$ cat src/rv2hp_pkg.sv
// Package for the RoCE v2 header parser: header kinds, field codes, status codes,
// result entry type and the field-boundary decoder.
// No dependencies.
package rv2hp_pkg;

  typedef enum logic [2:0] {
    KIND_ETH  = 3'd0,
    KIND_VLAN = 3'd1,
    KIND_IP6  = 3'd2,
    KIND_IP4  = 3'd3,
    KIND_UDP  = 3'd4
  } kind_t;

  typedef enum logic [2:0] {
    ST_OK        = 3'd0,
    ST_ETHERTYPE = 3'd1,
    ST_VERSION   = 3'd2,
    ST_PROTOCOL  = 3'd3,
    ST_TRUNCATED = 3'd4
  } status_t;

  localparam logic [4:0] FC_DMAC_H     = 5'd0;
  localparam logic [4:0] FC_DMAC_L     = 5'd1;
  localparam logic [4:0] FC_SMAC_H     = 5'd2;
  localparam logic [4:0] FC_SMAC_L     = 5'd3;
  localparam logic [4:0] FC_ETH_TYPE   = 5'd4;
  localparam logic [4:0] FC_VLAN_TAG   = 5'd5;
  localparam logic [4:0] FC_VLAN_TYPE  = 5'd6;
  localparam logic [4:0] FC_IP_VERSION = 5'd7;
  localparam logic [4:0] FC_TCLASS     = 5'd8;
  localparam logic [4:0] FC_FLOW_LABEL = 5'd9;
  localparam logic [4:0] FC_PAYLOAD_LEN = 5'd10;
  localparam logic [4:0] FC_NEXT_PROTO = 5'd11;
  localparam logic [4:0] FC_HOP_LIMIT  = 5'd12;
  localparam logic [4:0] FC_SGID_H     = 5'd13;
  localparam logic [4:0] FC_SGID_L     = 5'd14;
  localparam logic [4:0] FC_DGID_H     = 5'd15;
  localparam logic [4:0] FC_DGID_L     = 5'd16;
  localparam logic [4:0] FC_IHL        = 5'd17;
  localparam logic [4:0] FC_TOS        = 5'd18;
  localparam logic [4:0] FC_TOT_LEN    = 5'd19;
  localparam logic [4:0] FC_IP_ID      = 5'd20;
  localparam logic [4:0] FC_FRAG_OFF   = 5'd21;
  localparam logic [4:0] FC_TTL        = 5'd22;
  localparam logic [4:0] FC_IP_CSUM    = 5'd23;
  localparam logic [4:0] FC_SADDR      = 5'd24;
  localparam logic [4:0] FC_DADDR      = 5'd25;
  localparam logic [4:0] FC_UDP_SPORT  = 5'd26;
  localparam logic [4:0] FC_UDP_DPORT  = 5'd27;
  localparam logic [4:0] FC_UDP_LEN    = 5'd28;
  localparam logic [4:0] FC_UDP_CSUM   = 5'd29;
  localparam logic [4:0] FC_STATUS     = 5'd30;

  localparam logic [15:0] ETYPE_VLAN = 16'h8100;
  localparam logic [15:0] ETYPE_IPV6 = 16'h86DD;
  localparam logic [15:0] ETYPE_IPV4 = 16'h0800;
  localparam logic [3:0]  IP_VER4    = 4'd4;
  localparam logic [3:0]  IP_VER6    = 4'd6;
  localparam logic [7:0]  PROTO_UDP  = 8'd17;

  // Result buffer sizing: room for the largest run one byte can cause.
  localparam int OBUF_DEPTH = 8;
  localparam int OBUF_AW    = 3;
  localparam int OBUF_CW    = OBUF_AW + 1;
  localparam int OBUF_ROOM  = 3;

  typedef struct packed {
    logic [4:0]  code;
    logic [63:0] value;
    logic        last;
  } res_t;

  typedef struct packed {
    logic       hit;
    logic [4:0] code;
  } slot_t;

  // Offset of the last byte of each header.
  function automatic logic [5:0] hdr_last_off(input kind_t kind);
    logic [5:0] r;
    unique case (kind)
      KIND_ETH:  r = 6'd13;
      KIND_VLAN: r = 6'd3;
      KIND_IP6:  r = 6'd39;
      KIND_IP4:  r = 6'd19;
      KIND_UDP:  r = 6'd7;
      default:   r = 6'd0;
    endcase
    return r;
  endfunction

  // Fields that end on a byte boundary and take the whole accumulator.
  function automatic slot_t slot_lookup(input kind_t kind, input logic [5:0] off);
    slot_t s;
    s.hit  = 1'b1;
    s.code = FC_STATUS;
    unique case (kind)
      KIND_ETH: begin
        case (off)
          6'd3:    s.code = FC_DMAC_H;
          6'd5:    s.code = FC_DMAC_L;
          6'd7:    s.code = FC_SMAC_H;
          6'd11:   s.code = FC_SMAC_L;
          6'd13:   s.code = FC_ETH_TYPE;
          default: s.hit  = 1'b0;
        endcase
      end
      KIND_VLAN: begin
        case (off)
          6'd1:    s.code = FC_VLAN_TAG;
          6'd3:    s.code = FC_VLAN_TYPE;
          default: s.hit  = 1'b0;
        endcase
      end
      KIND_IP6: begin
        case (off)
          6'd5:    s.code = FC_PAYLOAD_LEN;
          6'd6:    s.code = FC_NEXT_PROTO;
          6'd7:    s.code = FC_HOP_LIMIT;
          6'd15:   s.code = FC_SGID_H;
          6'd23:   s.code = FC_SGID_L;
          6'd31:   s.code = FC_DGID_H;
          6'd39:   s.code = FC_DGID_L;
          default: s.hit  = 1'b0;
        endcase
      end
      KIND_IP4: begin
        case (off)
          6'd1:    s.code = FC_TOS;
          6'd3:    s.code = FC_TOT_LEN;
          6'd5:    s.code = FC_IP_ID;
          6'd7:    s.code = FC_FRAG_OFF;
          6'd8:    s.code = FC_TTL;
          6'd9:    s.code = FC_NEXT_PROTO;
          6'd11:   s.code = FC_IP_CSUM;
          6'd15:   s.code = FC_SADDR;
          6'd19:   s.code = FC_DADDR;
          default: s.hit  = 1'b0;
        endcase
      end
      KIND_UDP: begin
        case (off)
          6'd1:    s.code = FC_UDP_SPORT;
          6'd3:    s.code = FC_UDP_DPORT;
          6'd5:    s.code = FC_UDP_LEN;
          6'd7:    s.code = FC_UDP_CSUM;
          default: s.hit  = 1'b0;
        endcase
      end
      default: s.hit = 1'b0;
    endcase
    return s;
  endfunction

endpackage

$ cat src/roce_v2_header_parser_top.sv
// The results of an accepted byte are registered into the result buffer and are
// offered on out_* from there, in order behind any older results.
// Throughput: one byte per cycle while in_ready is high; a byte with several results
// needs one out transaction per result; the 8-entry result buffer absorbs such runs.
// Reset (rst_n low, synchronous): parser returns to the Ethernet header, offset 0,
// empty accumulator, drop flag clear; the result buffer is emptied.
module roce_v2_header_parser_top (
  input  logic        clk,
  input  logic        rst_n,
  input  logic        in_valid,
  output logic        in_ready,
  input  logic [7:0]  in_data_byte,
  input  logic        in_frame_end,
  output logic        out_valid,
  input  logic        out_ready,
  output logic [4:0]  out_field_code,
  output logic [63:0] out_field_value,
  output logic        out_run_last
);

  // Parser state
  rv2hp_pkg::kind_t kind_r, kind_nxt;
  logic [5:0]       off_r, off_nxt;
  logic [63:0]      acc_r, acc_nxt;
  logic             drop_r, drop_nxt;

  // Result buffer
  rv2hp_pkg::res_t              obuf_r [rv2hp_pkg::OBUF_DEPTH];
  logic [rv2hp_pkg::OBUF_AW-1:0] wptr_r, rptr_r;
  logic [rv2hp_pkg::OBUF_CW-1:0] cnt_r, cnt_nxt;

  logic in_acc, out_acc;

  // Candidate results of the current byte: field, second field, status.
  logic                      cand_v   [3];
  rv2hp_pkg::res_t           cand     [3];
  logic [rv2hp_pkg::OBUF_AW-1:0] cand_pos [3];
  logic [1:0]                push_n;

  logic [4:0]                f0_code, f1_code;
  logic [63:0]               f0_val, f1_val;
  logic                      f0_v, f1_v, st_v;
  rv2hp_pkg::status_t        err, st_val;
  rv2hp_pkg::kind_t          next_kind;
  rv2hp_pkg::slot_t          slot;
  logic [63:0]               acc_sh;

  assign in_ready  = cnt_r <= rv2hp_pkg::OBUF_CW'(rv2hp_pkg::OBUF_DEPTH - rv2hp_pkg::OBUF_ROOM);
  assign in_acc    = in_valid && in_ready;
  assign out_valid = cnt_r != '0;
  assign out_acc   = out_valid && out_ready;

  assign out_field_code  = obuf_r[rptr_r].code;
  assign out_field_value = obuf_r[rptr_r].value;
  assign out_run_last    = obuf_r[rptr_r].last;

  // Per-byte parse: shift the byte in, decode field boundaries and checks.
  always_comb begin
    acc_sh    = {acc_r[55:0], in_data_byte};
    slot      = rv2hp_pkg::slot_lookup(kind_r, off_r);
    f0_v      = 1'b0;
    f0_code   = slot.code;
    f0_val    = acc_sh;
    f1_v      = 1'b0;
    f1_code   = rv2hp_pkg::FC_IHL;
    f1_val    = {60'd0, in_data_byte[3:0]};
    st_v      = 1'b0;
    st_val    = rv2hp_pkg::ST_OK;
    err       = rv2hp_pkg::ST_OK;
    next_kind = kind_r;
    kind_nxt  = kind_r;
    off_nxt   = off_r;
    acc_nxt   = acc_sh;
    drop_nxt  = drop_r;

    if (drop_r) begin
      // Hold everything; only the frame's last byte rearms the parser.
      acc_nxt = acc_r;
      if (in_frame_end) begin
        kind_nxt = rv2hp_pkg::KIND_ETH;
        off_nxt  = '0;
        acc_nxt  = '0;
        drop_nxt = 1'b0;
      end
    end else begin
      if (kind_r == rv2hp_pkg::KIND_IP4 && off_r == 6'd0) begin
        // Version and header length share the first byte.
        f0_v    = 1'b1;
        f0_code = rv2hp_pkg::FC_IP_VERSION;
        f0_val  = {60'd0, in_data_byte[7:4]};
        f1_v    = 1'b1;
        acc_nxt = '0;
        if (in_data_byte[7:4] != rv2hp_pkg::IP_VER4) err = rv2hp_pkg::ST_VERSION;
      end else if (kind_r == rv2hp_pkg::KIND_IP6 && off_r == 6'd0) begin
        f0_v    = 1'b1;
        f0_code = rv2hp_pkg::FC_IP_VERSION;
        f0_val  = {60'd0, in_data_byte[7:4]};
        acc_nxt = {60'd0, in_data_byte[3:0]};
        if (in_data_byte[7:4] != rv2hp_pkg::IP_VER6) err = rv2hp_pkg::ST_VERSION;
      end else if (kind_r == rv2hp_pkg::KIND_IP6 && off_r == 6'd1) begin
        // Traffic class straddles a nibble boundary; keep the low nibble.
        f0_v    = 1'b1;
        f0_code = rv2hp_pkg::FC_TCLASS;
        f0_val  = {56'd0, acc_sh[11:4]};
        acc_nxt = {60'd0, acc_sh[3:0]};
      end else if (kind_r == rv2hp_pkg::KIND_IP6 && off_r == 6'd3) begin
        f0_v    = 1'b1;
        f0_code = rv2hp_pkg::FC_FLOW_LABEL;
        f0_val  = {44'd0, acc_sh[19:0]};
        acc_nxt = '0;
      end else if (slot.hit) begin
        f0_v    = 1'b1;
        acc_nxt = '0;
        if (slot.code == rv2hp_pkg::FC_ETH_TYPE || slot.code == rv2hp_pkg::FC_VLAN_TYPE) begin
          // A second stacked tag is rejected.
          if (acc_sh[15:0] == rv2hp_pkg::ETYPE_VLAN && slot.code == rv2hp_pkg::FC_ETH_TYPE)
            next_kind = rv2hp_pkg::KIND_VLAN;
          else if (acc_sh[15:0] == rv2hp_pkg::ETYPE_IPV6)
            next_kind = rv2hp_pkg::KIND_IP6;
          else if (acc_sh[15:0] == rv2hp_pkg::ETYPE_IPV4)
            next_kind = rv2hp_pkg::KIND_IP4;
          else
            err = rv2hp_pkg::ST_ETHERTYPE;
        end else if (slot.code == rv2hp_pkg::FC_NEXT_PROTO) begin
          if (acc_sh[7:0] != rv2hp_pkg::PROTO_UDP) err = rv2hp_pkg::ST_PROTOCOL;
        end
      end

      if (err != rv2hp_pkg::ST_OK) begin
        st_v     = 1'b1;
        st_val   = err;
        drop_nxt = 1'b1;
      end else if (off_r >= rv2hp_pkg::hdr_last_off(kind_r)) begin
        acc_nxt = '0;
        off_nxt = '0;
        if (kind_r == rv2hp_pkg::KIND_UDP) begin
          st_v     = 1'b1;
          st_val   = rv2hp_pkg::ST_OK;
          drop_nxt = 1'b1;
        end else if (kind_r == rv2hp_pkg::KIND_IP6 || kind_r == rv2hp_pkg::KIND_IP4) begin
          kind_nxt = rv2hp_pkg::KIND_UDP;
        end else begin
          kind_nxt = next_kind;
        end
      end else begin
        off_nxt = off_r + 6'd1;
      end

      if (in_frame_end) begin
        // Short frame: flag truncation unless a status already went out.
        if (!st_v) begin
          st_v   = 1'b1;
          st_val = rv2hp_pkg::ST_TRUNCATED;
        end
        kind_nxt = rv2hp_pkg::KIND_ETH;
        off_nxt  = '0;
        acc_nxt  = '0;
        drop_nxt = 1'b0;
      end
    end
  end

  // Pack the candidates into consecutive buffer slots and mark the run's end.
  always_comb begin
    cand_v[0] = f0_v;
    cand_v[1] = f1_v;
    cand_v[2] = st_v;
    cand[0]   = '{code: f0_code, value: f0_val, last: !f1_v && !st_v};
    cand[1]   = '{code: f1_code, value: f1_val, last: !st_v};
    cand[2]   = '{code: rv2hp_pkg::FC_STATUS, value: {61'd0, st_val}, last: 1'b1};
    cand_pos[0] = wptr_r;
    cand_pos[1] = wptr_r + rv2hp_pkg::OBUF_AW'(f0_v);
    cand_pos[2] = wptr_r + rv2hp_pkg::OBUF_AW'(f0_v) + rv2hp_pkg::OBUF_AW'(f1_v);
    push_n    = 2'(f0_v) + 2'(f1_v) + 2'(st_v);
    cnt_nxt   = cnt_r + (in_acc ? rv2hp_pkg::OBUF_CW'(push_n) : '0)
                - rv2hp_pkg::OBUF_CW'(out_acc);
  end

  always_ff @(posedge clk) begin
    if (!rst_n) begin
      kind_r <= rv2hp_pkg::KIND_ETH;
      off_r  <= '0;
      acc_r  <= '0;
      drop_r <= 1'b0;
      wptr_r <= '0;
      rptr_r <= '0;
      cnt_r  <= '0;
    end else begin
      if (in_acc) begin
        kind_r <= kind_nxt;
        off_r  <= off_nxt;
        acc_r  <= acc_nxt;
        drop_r <= drop_nxt;
        wptr_r <= wptr_r + rv2hp_pkg::OBUF_AW'(push_n);
      end
      if (out_acc) rptr_r <= rptr_r + 1'b1;
      cnt_r <= cnt_nxt;
    end
  end

  // Result buffer payload: no reset.
  always_ff @(posedge clk) begin
    for (int j = 0; j < 3; j++) begin
      if (in_acc && cand_v[j]) obuf_r[cand_pos[j]] <= cand[j];
    end
  end

`ifndef SYNTHESIS
  a_obuf_no_overflow: assert property (@(posedge clk) disable iff (!rst_n)
    cnt_r <= rv2hp_pkg::OBUF_CW'(rv2hp_pkg::OBUF_DEPTH))
    else $error("result buffer overflow");

  a_frame_end_rearms: assert property (@(posedge clk) disable iff (!rst_n)
    (in_acc && in_frame_end) |=>
      (kind_r == rv2hp_pkg::KIND_ETH && off_r == 6'd0 && !drop_r))
    else $error("parser not rearmed after frame end");

  a_drop_needs_status: assert property (@(posedge clk) disable iff (!rst_n)
    (in_acc && !drop_r && drop_nxt) |-> st_v)
    else $error("drop entered without a status result");

  a_offset_in_header: assert property (@(posedge clk) disable iff (!rst_n)
    !drop_r |-> (off_r <= rv2hp_pkg::hdr_last_off(kind_r)))
    else $error("byte offset beyond header end");

  a_dropped_byte_silent: assert property (@(posedge clk) disable iff (!rst_n)
    (in_acc && drop_r) |=> (cnt_r <= $past(cnt_r)))
    else $error("ignored byte produced a result");
`endif

endmodule

$ cat config.mk
export PLATFORM = sky130hd
export DESIGN_NAME = roce_v2_header_parser_top
export DESIGN_NICKNAME = d
export VERILOG_FILES = /design/src/rv2hp_pkg.sv /design/src/roce_v2_header_parser_top.sv
export SDC_FILE = /design/constraint.sdc
export NUM_CORES = 2
export LEC_CHECK = 0
export BUFFER_PORTS_ARGS = -buffer_cell sky130_fd_sc_hd__clkbuf_2
export CORE_MARGIN = 5
export CORE_UTILIZATION = 60
export DETAILED_ROUTE_END_ITERATION = 7
export PLACE_DENSITY = 0.83
export SLEW_MARGIN = 20
export SYNTH_ARGS = -nofsm -noshare
export SYNTH_HDL_FRONTEND = slang
export SYNTH_SLANG_ARGS = --single-unit
$ cat constraint.sdc
create_clock -name clk -period 6.97 [get_ports clk]
set_input_delay 1.7425 -clock clk [delete_from_list [all_inputs] [get_ports clk]]
set_output_delay 1.7425 -clock clk [all_outputs]
set_load 0.02 [all_outputs]
* Word-level counts from Yosys, hierarchy flattened
Memory sizes are Yosys's and may differ from the RTL's. A register that Yosys moved wholly into a read port is not among the register bits. Index checks and enable logic that the tools add are counted.
Operators by class: add/sub/neg operators 9, $lt $le $gt $ge 2, equality and inequality tests 34, multiplexer cells 100, reductions and logical operators 31
Operators with widths (count):
- 2-to-1 mux 56 bit | 10
- 2-to-1 mux 64 bit | 5
- 2-to-1 mux 3 bit | 29
- case mux 5 bit (5 select lines) | 2
- case mux 5 bit (9 select lines) | 1
- 2-to-1 mux 6 bit | 7
- case mux 5 bit (7 select lines) | 1
- equality test 16 bit (second input constant) | 2
- 2-to-1 mux 1 bit | 31
- equality test 6 x 4 -> 1 bit (second input constant) | 5
- case mux 6 bit (5 select lines) | 1
- 2-to-1 mux 5 bit | 5
- equality test 6 x 3 -> 1 bit (second input constant) | 3
- equality test 6 x 5 -> 1 bit (second input constant) | 3
- equality test 16 x 12 -> 1 bit (second input constant) | 1
- inequality test 3 x 2 -> 1 bit (second input constant) | 4
- case mux 3 bit (4 select lines) | 1
- AND reduction 12 bit | 1
- logical AND 1 bit | 11
- equality test 5 x 3 -> 1 bit (second input constant) | 2
- 2-to-1 mux 2 bit | 5
- case mux 5 bit (2 select lines) | 1
- nonzero test 3 bit | 3
- OR reduction 9 bit | 1
- 34 further kinds | 41
Word-level totals: bits in registers 76, bits in writable memories 560, input bits 13, word-level logic and storage cells 184, memories 1
Memories:
- obuf_r | words 8, bits a word 70, read ports 1, clocked after Yosys merged registers in 1, write ports 3, line roce_v2_header_parser_top.sv:28 | rv2hp_pkg::res_t obuf_r [rv2hp_pkg::OBUF_DEPTH];

* Depth between registers and ports, before layout
word-level depth 26, depth in mapped cells 22, gate-level depth less buffers 18

* Worst setup path after synthesis
Ideal clock, no wire load.
path type input to register, from input port in_data_byte[3], to register cnt_r[2] (netlist name), data arrival time 5.330 ns, data required time 6.842 ns, setup slack 1.512 ns, stages 17, path through nor4_1 and3_1 nand4_1 or4_1 and4b_1 nor3_2 buf_6 buf_4 a21oi_1 fa_1 nand2_1 ha_1 inv_1 ha_1 fa_1 xnor2_1 nor2_1
Between the ends: word-level cells in the longest chain between the ends 20
RTL lines:
- from (decl) | line roce_v2_header_parser_top.sv:12 | input logic [7:0] in_data_byte,
- equality test 16 x 12 -> 1 bit | line roce_v2_header_parser_top.sv:120 | else if (acc_sh[15:0] == rv2hp_pkg::ETYPE_IPV4)
- 2-to-1 mux 1 bit | line roce_v2_header_parser_top.sv:120
- 2-to-1 mux 1 bit | line roce_v2_header_parser_top.sv:118 | else if (acc_sh[15:0] == rv2hp_pkg::ETYPE_IPV6)
- 2-to-1 mux 1 bit | line roce_v2_header_parser_top.sv:116 | if (acc_sh[15:0] == rv2hp_pkg::ETYPE_VLAN && slot.code == rv2hp_pkg::FC_ETH_TYPE)
- 2-to-1 mux 3 bit (*) | line roce_v2_header_parser_top.sv:114 | if (slot.code == rv2hp_pkg::FC_ETH_TYPE || slot.code == rv2hp_pkg::FC_VLAN_TYPE) begin
- 2-to-1 mux 3 bit (*) | line roce_v2_header_parser_top.sv:111 | end else if (slot.hit) begin
- 2-to-1 mux 3 bit (*) | line roce_v2_header_parser_top.sv:106 | end else if (kind_r == rv2hp_pkg::KIND_IP6 && off_r == 6'd3) begin
- 2-to-1 mux 3 bit (*) | line roce_v2_header_parser_top.sv:100 | end else if (kind_r == rv2hp_pkg::KIND_IP6 && off_r == 6'd1) begin
- [4 not listed]
- 2-to-1 mux 1 bit (*) | line roce_v2_header_parser_top.sv:129 | if (err != rv2hp_pkg::ST_OK) begin
- 2-to-1 mux 1 bit (*) | line roce_v2_header_parser_top.sv:76 | if (drop_r) begin
- 2-to-1 mux 1 bit (*) | line roce_v2_header_parser_top.sv:149 | if (in_frame_end) begin
- 2-to-1 mux 1 bit (*) | line roce_v2_header_parser_top.sv:76
- adder 2 x 1 -> 2 bit (*) | line roce_v2_header_parser_top.sv:174 | push_n = 2'(f0_v) + 2'(f1_v) + 2'(st_v);
- 2-to-1 mux 2 bit (*) | line roce_v2_header_parser_top.sv:175 | cnt_nxt = cnt_r + (in_acc ? rv2hp_pkg::OBUF_CW'(push_n) : '0)
- adder 4 x 2 -> 4 bit (*) | line roce_v2_header_parser_top.sv:175
- subtractor 4 x 1 -> 4 bit (*) | line roce_v2_header_parser_top.sv:176 | - rv2hp_pkg::OBUF_CW'(out_acc);
- to (signal assigned) | line roce_v2_header_parser_top.sv:197 | cnt_r <= cnt_nxt;
- to (decl) | line roce_v2_header_parser_top.sv:30 | logic [rv2hp_pkg::OBUF_CW-1:0] cnt_r, cnt_nxt;
Mark *: on every way between the ends. The rest lies on a longest branch, timed or not. The select of a mux whose other input is x is not followed. A chain may end at the register's enable or synchronous reset.

==> reports/results.env <==
TOTAL_ROUTED_WIRELENGTH_UM=97500
WORSTREG2REGEND='obuf_r[0][17]'
MAX_SLEW_VIOLATION_COUNT=0
WORST_PIN_SLEW_NS=1.16
CLOCK_PATH_BUFFERS=3
WORSTREGTOREGCELLS=17
HOLD_START='acc_r[55]'
FINAL_CORE_UTIL_PCT=66.9
LEAKAGE_nW=12.2
TRITONCTS='built'
CP_MAX_FO=25
COREAREA_UM2=49100
GRT_PASS1_WL_UM=151000
IR_WORST_VDD_mV=0.251
POST-SYNTH-TOP-AREA-FRACTION_PCT=41.3
HOLD_FIX_BUFFERS_AT_CTS=0
LAYOUTNONFILLERINSTCOUNT=3916
RSZ0062_AT_GRT='false'
SYNTH_TOP_FAMILY_BY_AREA='simple AND/OR/NAND/NOR gates'
SYNTH_FP_NETS=3351
TOTAL_NUMBER_OF_VIAS=27300
FINAL_HOLD_VIOL_COUNT=0
CELL_AT_THE_ROOT_OF_THE_CLOCK_TREE='sky130_fd_sc_hd__clkbuf_16'
FINAL_GP_CONGESTION=0.955
TIMING_WORST_SETUP_PATH_TYPE='flop to flop'
SYNTH_COMPOUND_GATE_AREA_SHARE_PCT=14.7
YS_SEQ_ELEMENTS=639
DIODE_COUNT=0
DRT-PASS1-ITER-COUNT=8
SYNTH_SIMPLE_GATE_AREA_SHARE_PCT=19.9
CLKLATENCYLATEPIN_NS=0.60
SEQ_AREA_FRAC_SYNTH_PCT=43.7
WORSTREG2REGSTART='off_r[0]'
CRITICAL_PATH_ARRIVAL_NS=6.62
PLACE_AREA_UM2=30700
POST-ROUTE-CELL-AREA_UM2=32800
PORTBUFFERS=84
FIRST_GLOBAL_VIAS=27100
SYNTH_CELL_TYPES=78
DRT_DRC_VIOLATIONS_LEFT=0
CLK_PIN_SLEW_NS=0.06
SYNTH.AREA.MUX_SHARE_PCT=15.6
TOTAL_NUMBER_OF_PLACEMENT_ROWS=81
LAYOUT_MIN_CYCLE_TIME_NS=6.17
IOS=85
TNS_NS=0
SHARE_OF_CELLS_ABOVE_DRIVE_STRENGTH_1_PCT=16.1
YS_WARN_COUNT=0
MAX_TRANSITION_MARGIN_PCT=22.4
PLACED_CELLS=3805
POSTSYNTH.TOPFLOPCELL='sky130_fd_sc_hd__dfxtp_1'
SYNTH-EDFF-COUNT=24
POST_CTS_RESIZED=0
FIRST_ITER_VIOLATIONS=4140
OUTCOME='completed'
POWER_mW=8.45
TRITONCTS.NUM_BUFFERS=66
PLACE.DETAILED.HPWL_UM=57400
POST-CTS-SETUP-BUFFER-COUNT=0
SYNTHTOLAYOUTAREAGROWTH_PCT=10.1
CELL_AREA_AFTER_SYNTHESIS_UM2=29800
FIN_HOLD_WS_NS=0.483
SYNTH_ADDER_AREA_SHARE_PCT=1.20
ANT_NETS=0
LAYOUT.FILLER_CELLS=3725
FMAX_MHz=162
CLOCK_SKEW_NS=0.0220
SYNTH_CELLS=3312
SYNTH-XOR-AREA-SHARE_PCT=0.294
CRIT_PATH_START_KIND='flop'
POSTLAYOUTSETUPSLACKWORST_NS=0.805
TIMING.FINAL.CRIT_SHARE_PCT=88.5
CRITICAL_PATH.ENDPOINT_TYPE='flop'
CP_DATA_REQUIRED_TIME_NS=7.43
GRT_START_MAX_NET_PINS=98
TIMING.REG2REG.SETUP_SLACK_NS=0.80
SETUP_VIOLATIONS=0
WHS_ENDPOINT='acc_r[55]'
POWER.DENSITY_CELL_AREA_nW_PER_UM2=257
ANTENNA_FOUND_INITIAL=0
MAX_CAP_VIOL_COUNT=0
GR-USAGE-ALL-LAYERS_PCT=35.1
DIE_WIDTH_UM=233
PLACE_WS_NS=0.930
TRITONCTS_NUM_SINKS=639
NNETSFINAL=3248
FLOORPLAN.DIE_AREA_UM2=54200
LEADING_CELL_TYPES_BY_TOTAL_AREA_AFTER_SYNTHESIS='sky130_fd_sc_hd__dfxtp_1 (41%), sky130_fd_sc_hd__mux4_2 (11%), sky130_fd_sc_hd__a21oi_1 (8.3%)'
SYN_AREA_PER_CELL_UM2=9.00
WORSTHOLDPATHCELLS=1
FLOORPLAN.INITIALDENSITY_PCT=60.8
WORSTHOLDPATHTYPE='flop to flop'
DIE_Y_UM=233
ROUTED_VIA_DENSITY=6.97
GLOBALROUTE.TOTALOVERFLOW=0
H_TREE_DEPTH_REPORTED_BY_CTS=3
ROUTED_WIRE_LENGTH_PER_INSTANCE_UM=24.9
YS_ASYNC_SR_FRACTION_PCT=0
SYNTH_TOP_AREA_CELL='sky130_fd_sc_hd__dfxtp_1'
worst max path at each step:
| stage | startpoint | endpoint | slack, ns | cells past startpoint |
|---|---|---|---|---|
| 4_1_cts | off_r[0] | obuf_r[0][17] | 0.92 | 17 |
| 5_1_grt | off_r[1] | obuf_r[0][40] | 0.51 | 18 |
| 6_report | off_r[0] | obuf_r[0][17] | 0.80 | 17 |
| 3_5_place_dp | off_r[0] | obuf_r[0][40] | 0.93 | 17 |
| 2_1_floorplan | in_data_byte[3] | cnt_r[2] | 1.51 | 17 |
| 3_3_place_gp | off_r[0] | obuf_r[0][47] | 1.04 | 17 |
flip-flops by register name (all words and copies together), names as in the netlist, named ones only:
register,flops
acc_r,56
cnt_r,4
drop_r,1
kind_r,3
obuf_r,560
off_r,6
rptr_r,3
wptr_r,3
per-layer routing:
layer / vias up / wire length [µm] / GRT usage (%)
met1: 13100 / 35900 / 44.9
met3: 403 / 11400 / 7.25
met5: - / 0 / 0
li1: 11800 / - / -
met2: 2042 / 45500 / 56.8
met4: 0 / 4690 / 17.6
kinds of logic after synthesis:
logic type	count (synthesis)
adders and majority gates	27
DFF	639
muxes	281
AOI/OAI and AO/OA	728
buffers and inverters	340
and+or+nand+nor	1287
xor gates and xnor gates	10
cell usage in the layout, fill, tap and decap left out, drive strengths merged, types with 7 or more instances in the layout:
cell type and instances:
dfxtp 615, nor2 510, nor3 502, a21oi 493
clkbuf 180, mux4 140, nand2 125, mux2 73
mux2i 68, buf 63, a22o 57, nand3 54
o21ai 44, inv 25, edfxtp 24, ha 23
a31oi 18, o2111ai 13, a22oi 12, o211ai 11
a21boi 11, or3 10, nand2b 10, nor3b 10
nand4 10, a32oi 10, and2 9, clkinv 9
nor4 9, a211oi 8, or2 7
cell usage after synthesis (all sizes together), types with 5 or more instances:
cell       n
nor3     502
nand2    125
and2       9
mux4     140
nand2b    10
xor2       5
inv       22
and3       6
nand3     54
o211ai    11
nand4     10
edfxtp    24
o31ai      6
o2111ai   13
buf       46
xnor2      5
ha        23
nor2     510
a22o      57
a31oi     18
dfxtp    615
mux2i     68
o21bai     6
a32oi     10
nor4       9
or3       10
a21boi    11
nor3b     10
a22oi     12
a21oi    493
clkbuf   272
mux2      73
o21ai     44
a211oi     8
a21o       5
or2        7
report_power, final:
| part | switching, mW | internal (mW) |
|---|---|---|
| registers | 0.149 | 3.75 |
| logic | 0.630 | 0.458 |
| clock network | 1.46 | 1.99 |
critical path: stages (launching register included):
cell and delay [ns]:
sky130_fd_sc_hd__dfxtp_1 0.44, sky130_fd_sc_hd__ha_1 0.53, sky130_fd_sc_hd__or4bb_1 0.55, sky130_fd_sc_hd__a31o_1 0.24, sky130_fd_sc_hd__a21oi_1 0.14, sky130_fd_sc_hd__o32a_1 0.79, sky130_fd_sc_hd__nor2_1 0.28, sky130_fd_sc_hd__nor2_1 0.25
sky130_fd_sc_hd__ha_1 0.20, sky130_fd_sc_hd__ha_1 0.42, sky130_fd_sc_hd__ha_1 0.30, sky130_fd_sc_hd__xnor2_1 0.13, sky130_fd_sc_hd__or3_1 0.40, sky130_fd_sc_hd__nor3_1 0.15, sky130_fd_sc_hd__buf_4 0.18, sky130_fd_sc_hd__a21boi_4 0.64
sky130_fd_sc_hd__buf_12 0.28, sky130_fd_sc_hd__nor3_1 0.08
area by class of cell:
class	count	area, µm²	area share (%)
repair buffers	147	1080	3.30
well taps	664	831	2.53
multi-input cells	2333	15700	47.8
clock inverters	15	120	0.366
clock buffers	96	1970	6.00
inverters	22	82.6	0.252
flip-flops and latches	639	13000	39.8
Note: power is estimated with default switching activity, not from simulation.
